`config.mk`:
```
export PLATFORM = sky130hd
export DESIGN_NAME = gre_row_buf
export DESIGN_NICKNAME = d
export VERILOG_FILES = /design/src/rtl/core/gre_pkg.sv /design/src/rtl/core/gre_row_buf.sv
export SDC_FILE = /design/constraint.sdc
export NUM_CORES = 1
export LEC_CHECK = 0
export ABC_AREA = 1
export BUFFER_PORTS_ARGS = -buffer_cell sky130_fd_sc_hd__buf_4
export CAP_MARGIN = 20
export CORE_UTILIZATION = 58
export CTS_CLUSTER_DIAMETER = 100
export CTS_CLUSTER_SIZE = 24
export DETAILED_ROUTE_END_ITERATION = 12
export PLACE_DENSITY = 0.77
export SYNTH_ARGS = -nofsm -noshare
export SYNTH_HDL_FRONTEND = slang
export SYNTH_SLANG_ARGS = --single-unit
export TNS_END_PERCENT = 5
```
`constraint.sdc`:
```
create_clock -name clk -period 6 [get_ports clk]
set_input_delay 0.6 -clock clk [delete_from_list [all_inputs] [get_ports clk]]
set_output_delay 0.6 -clock clk [all_outputs]
set_load 0.005 [all_outputs]
```
`src/rtl/core/gre_pkg.sv`:
```
`timescale 1ns / 1ps

package gre_pkg;

  localparam int WORD_BITS = 32;
  localparam int BIT_W     = 5;

  typedef logic [WORD_BITS-1:0] word_t;
  typedef logic [BIT_W-1:0]     bitpos_t;

  localparam logic CMD_ELIM = 1'b0;
  localparam logic CMD_ROW  = 1'b1;

  function automatic bitpos_t msb_pos(input word_t v);
    bitpos_t pos;
    pos = '0;
    for (int i = 0; i < WORD_BITS; i++) begin
      if (v[i]) begin
        pos = BIT_W'(i);
      end
    end
    return pos;
  endfunction

endpackage

```
`src/rtl/core/gre_row_buf.sv`:
```
`timescale 1ns / 1ps

module gre_row_buf #(
  parameter int WORDS = 8,
  localparam int RAW  = (WORDS > 1) ? $clog2(WORDS) : 1
) (
  input  logic           clk,
  input  logic           rd_en,
  input  logic [RAW-1:0] rd_addr,
  output gre_pkg::word_t rd_data,
  input  logic           wr_en,
  input  logic [RAW-1:0] wr_addr,
  input  gre_pkg::word_t wr_data
);
  import gre_pkg::*;

  word_t row_mem [WORDS];

  // read returns the old word when the same entry is written in that cycle
  always_ff @(posedge clk) begin
    if (rd_en) begin
      rd_data <= row_mem[rd_addr];
    end
    if (wr_en) begin
      row_mem[wr_addr] <= wr_data;
    end
  end

endmodule

```
==> results of run 1 <==
[worst register-to-register path, stage by stage, from the launching register on]
cell and delay, ns:
edfxtp_1 0.37, inv_1 0.06, nand2_1 0.07, nand3_1 0.18, nand2_1 0.07, nand2_1 0.06
nand2_1 0.07
[power breakdown]
| group | leakage, uW | switching, uW | total, uW | internal (uW) |
|---|---|---|---|---|
| combinational | 0.00320 | 187 | 282 | 95.0 |
| clock | 0.000185 | 572 | 1020 | 450 |
| sequential | 0.00264 | 20.5 | 2320 | 2290 |
[final cells by class]
type	instances	area, sq um	area share
clock buffer	15	375	0.0282
inverter	262	985	0.0740
multi-input combinational	558	2310	0.174
sequential	288	8650	0.650
tap	270	338	0.0254
timing repair buffer	84	643	0.0483
[per-layer routing]
layer	global-route usage	routed length (um)	vias to the layer above
met2	0.402	12300	304
met1	0.319	10000	3520
li1	-	-	3693
met4	0.0567	412	0
met3	0.0252	1860	29
met5	0	0	-
[Yosys cell counts]
library cell	number	area [sq um]
buf_1	5	18.8
nand3_1	128	641
buf_2	20	100
inv_2	2	7.51
buf_4	5	37.5
nor2_1	8	30.0
clkbuf_1	7	26.3
inv_1	260	976
nand2_1	422	1580
buf_6	11	124
edfxtp_1	288	8650
[flip-flops by register name (all words and copies together) (netlist names)]
| name | cells |
|---|---|
| row_mem | 256 |
| rd_data | 32 |
[through the flow]
stage | instance area (sq um) | instances
2_1_floorplan | 12200 | 1156
3_3_place_gp | 12900 | 1462
3_5_place_dp | 12900 | 1462
4_1_cts | 13300 | 1477
5_1_grt | 13300 | 1477
6_report | 13300 | 1477
[path summary, 6_finish.rpt]
kind                   from        endpoint  slack [ns]  cells after the start
max              rd_addr[1]     rd_data[12]        3.67                      7
min             wr_data[28]  row_mem[1][28]        0.34                      1
max reg2reg  row_mem[5][27]     rd_data[27]        4.89                      6
min reg2reg  row_mem[5][19]     rd_data[19]        0.71                      6
[layout by cell type, fill, tap and decap left out, drive strengths merged]
cell type    n
nand2      422
edfxtp     288
inv        260
nand3      128
buf         84
clkbuf      15
nor2         8
clkinv       2
[kinds of logic (layout without fill, tap and decap cells)]
family / Yosys count / count (layout) / synth area share
DFF: 288 / 288 / 0.709
and+or+nand+nor: 558 / 558 / 0.185
buffers and inverters: 310 / 361 / 0.106
==> reports/summary.txt, run 1 <==
Worst slew margin: 0.271
Hold WC Path Type: primary input to register
Slew Viols, Final: 0
GPL Wtd Cong: 0.752
Post-Route WL: 24600 um
Leak Pwr: 0.00603 uW
WP data required: 6.25 ns
share of cells above drive strength 1: 0.0903
Syn Std Cell Area: 12200 sq um
max frequency: 0.430 GHz
grt ovf: 0
number of antenna violations at the first check in global routing: 0
CP Class: primary input to register
Die ar.: 21600 sq um
Sink Count: 288
Post-Synthesis Cells: 1156
Worst Path Buf+Inv: 3
Setup Viol. Count Final: 0
Clk Tree Root Cell: clkbuf_16
starting DRC count in detailed routing: 779
core area: 20400 sq um
Yosys cell types: 11
Pre-antenna DRT Iters: 6
Ys Warns: 0
post-CTS setup buffer count: 0
CP dominant cell by count: nand2_1
Die Y-Extent: 147 um
CP endpoint kind: register
Post-DRT Antenna Nets: 0
WL/cell: 16.6 um
RSZ-0062 raised after global routing: no
first-pass GRT wire length: 38500 um
minimum clock period: 2.33 ns
CP top delay family: buffers and inverters
final hold vios: 0
Pwr Total: 3620 uW
Cell Chain, Critical Path: buf_4 > inv_2 > buf_4 > nand3_1 > nand2_1 > nand2_1 > nand2_1
sequential cell area fraction in the yosys report: 0.709
element type at the critical path start: primary input
Rows: 52
ANT cells: 0
P per Cell Area: 272 nW/um^2
Top Ports: 73
routed vias/inst: 5.11
CTS Buffer Depth: 3
dpl ws: 3.20 ns
CTS tree: yes
CP max FO: 65
post-DP HPWL: 13100 um
post-CTS sizing: 0
fin util: 0.651
starting density of the core: 0.597
Tcrit/Tclk final: 0.388
vias: 7546
clk slew on worst S/H paths: 0.09 ns
input/output buffers: 72
total global-route track usage: 0.232
syn_area_per_cell: 10.5 sq um
VDD IR max: 203 uV
hold_ws: 0.342 ns
synthesized flop and latch total: 288
Critical Path Max Stage Delay: 0.65 ns
Least-Margin Pin Slew: 1.09 ns
synthesis-to-finish area growth: 9.11%
DR DRC count: 0
vias in the first global route: 7233
Clock H-tree levels: 1
Die Span X: 147 um
Final nets: 1250
status: complete, no violations
setup TNS: 0 ns
pin count of the biggest net entering global routing: 101
hold-fix buffers at CTS: 0
clk_lat worst skew: 0.48 ns
CP arrival: 2.57 ns
Synth Net Count: 1197
Clock Skew: 0.00981 ns
TritonCTS Buffers: 15
final setup margin: 3.67 ns
critical path's slowest cell: buf_4
fill count: 1595
count of max-cap constraint violations: 0
Power figures use the tool's default switching activity.
==> inputs of run 2 (changes only) <==
--- a/config.mk
+++ b/config.mk
@@ -8,11 +8,11 @@
 export ABC_AREA = 1
 export BUFFER_PORTS_ARGS = -buffer_cell sky130_fd_sc_hd__buf_4
 export CAP_MARGIN = 20
-export CORE_UTILIZATION = 58
+export CORE_UTILIZATION = 55
 export CTS_CLUSTER_DIAMETER = 100
 export CTS_CLUSTER_SIZE = 24
 export DETAILED_ROUTE_END_ITERATION = 12
-export PLACE_DENSITY = 0.77
+export PLACE_DENSITY = 0.76
 export SYNTH_ARGS = -nofsm -noshare
 export SYNTH_HDL_FRONTEND = slang
 export SYNTH_SLANG_ARGS = --single-unit
==> constraint.sdc (replaced) <==
create_clock -name clk -period 1.9 [get_ports clk]
set_input_delay 0.19 -clock clk [delete_from_list [all_inputs] [get_ports clk]]
set_output_delay 0.19 -clock clk [all_outputs]
set_load 0.005 [all_outputs]
==> run 2 against run 1 <==
- sequential power increased to 3.2 times the previous value
- worst setup slack got worse by 3.1 ns
- largest power group unchanged
- total power rose to 3.2 times the previous value
- utilization decreased by 1.2 points
- highest routed layer unchanged
- clock skew up 0.0056 ns
- hold slack got worse by 0.13 ns
- die area is 5.4% higher
- critical path depth down 6
- first-iteration DRC count shrank 34%
==> reports/summary.txt, run 2 (synthesis gave the netlist of run 1 again) <==
P per Cell Area: 830 nW/um^2
commonest non-fill, non-tap cell in the layout: nand2_1
synthesis-to-finish area growth: 14.0%
Non-Filler Instances: 1529
Clock H-tree levels: 1
Most flops, register: row_mem
WP data required: 1.71 ns
total global-route track usage: 0.218
Final nets: 1291
routed vias/inst: 5.00
Least-Margin Pin Slew: 0.676 ns
number of antenna violations at the first check in global routing: 0
CTS Buffer Depth: 3
worst hold stages: 1
Top Ports: 73
Setup Viol. Count Final: 0
WL/cell: 15.8 um
element type at the critical path start: register
starting density of the core: 0.560
Die ar.: 22800 sq um
core area: 21800 sq um
Worst slew margin: 0.549
Post-DRT Antenna Nets: 0
Cells after DPL: 1481
Clock Skew: 0.0155 ns
share of cells above drive strength 1: 0.0953
Die Y-Extent: 151 um
Slew Viols, Final: 0
VDD IR max: 660 uV
Hold WC Path Type: primary input to register
CTS tree: yes
Worst Reg-to-Reg Cells: 6
vias in the first global route: 7369
post-CTS setup buffer count: 0
Tcrit/Tclk final: 0.690
Die Span X: 151 um
Worst Path Buf+Inv: 1
Cell Chain, Critical Path: buf_4
cell area after layout: 13900 sq um
clk slew on worst S/H paths: 0.10 ns
Pre-antenna DRT Iters: 5
CP max FO: 1
RSZ-0062 raised after global routing: no
Sink Count: 288
minimum clock period: 1.31 ns
starting DRC count in detailed routing: 511
input/output buffers: 72
status: complete, no violations
Clk Tree Root Cell: clkbuf_16
Pwr Total: 11500 uW
post-CTS sizing: 0
max frequency: 0.762 GHz
hold-fix buffers at CTS: 32
clk_lat worst skew: 0.50 ns
count of max-cap constraint violations: 0
most frequent cells in the layout: nand2_1, edfxtp_1, inv_1, nand3_1, buf_4
pin count of the biggest net entering global routing: 129
CP endpoint kind: output pin
Reg2Reg Launch Point: row_mem[3][16]
final hold vios: 0
DR DRC count: 0
fin util: 0.639
Post-Route WL: 24100 um
vias: 7652
TritonCTS Buffers: 15
grt ovf: 0
flop-to-flop setup slack: 0.85 ns
Leak Pwr: 0.00627 uW
r2r endpoint: rd_data[16]
Critical Path Max Stage Delay: 0.46 ns
max reg flops: 256
CP top delay family: flip-flops
WHS Endpoint: rd_data[22]
CP Class: register to output pin
Hold Crit Start: rd_en
CP arrival: 1.12 ns
GPL Wtd Cong: 0.711
Rows: 54
ANT cells: 0
DP Area: 13200 sq um
biggest regs: row_mem: 256 flops, rd_data: 32 flops
critical path's slowest cell: edfxtp_1
first-pass GRT wire length: 37400 um
post-DP HPWL: 12600 um
-- run 2: cell types whose count changed in the layout (fill, tap and decap cells not counted), sizes merged --
cell | before | now
inv | 260 | 262
dlygate4sd3 | 0 | 32
clkinv | 2 | 1
buf | 84 | 93
-- run 2: area by class of cell --
type,instances,area (sq um)
clock buffer,15,375
timing repair buffer,125,1220
multi-input combinational,558,2310
tap,280,350
inverter,262,985
sequential,288,8650
fill,1642,7860
clock inverter,1,8.76
-- run 2: metrics by stage --
step	hold WS (ns)	setup slack, ns	setup TNS, ns
after CTS	0.231	0.584	0
after global routing	0.236	0.568	0
after global placement	0.421	0.466	0
after floorplan	0.289	-0.207	-48.49
final	0.213	0.588	0
after detailed placement	0.421	0.401	0
-- run 2: power breakdown --
group          internal, uW  switching [uW]  total (uW)
sequential             7250            63.6        7310
clock                  1430            1810        3240
combinational           386             606         992
total                  9060            2480       11500
-- run 2: worst reg2reg max path, cell delays in order, from the launching register on --
cell      delay, ns
edfxtp_1       0.38
inv_1          0.08
nand2_1        0.07
nand3_1        0.14
nand2_1        0.06
nand2_1        0.05
nand2_1        0.05
-- run 2: routing by layer --
layer	share of wire	track usage	up-vias
li1	-	-	3773
met1	0.40	0.276	3586
met2	0.52	0.387	247
met3	0.060	0.0265	46
met4	0.023	0.0810	0
met5	0	0	-
-- run 2: worst max-delay path by stage --
stage,startpoint,cells past startpoint,endpoint
after floorplan,wr_addr[0],3,row_mem[0][0]
after global placement,wr_addr[0],5,row_mem[0][24]
after detailed placement,rd_addr[0],7,rd_data[16]
after CTS,rd_data[6],1,rd_data[6]
after global routing,rd_data[6],1,rd_data[6]
final,rd_data[6],1,rd_data[6]
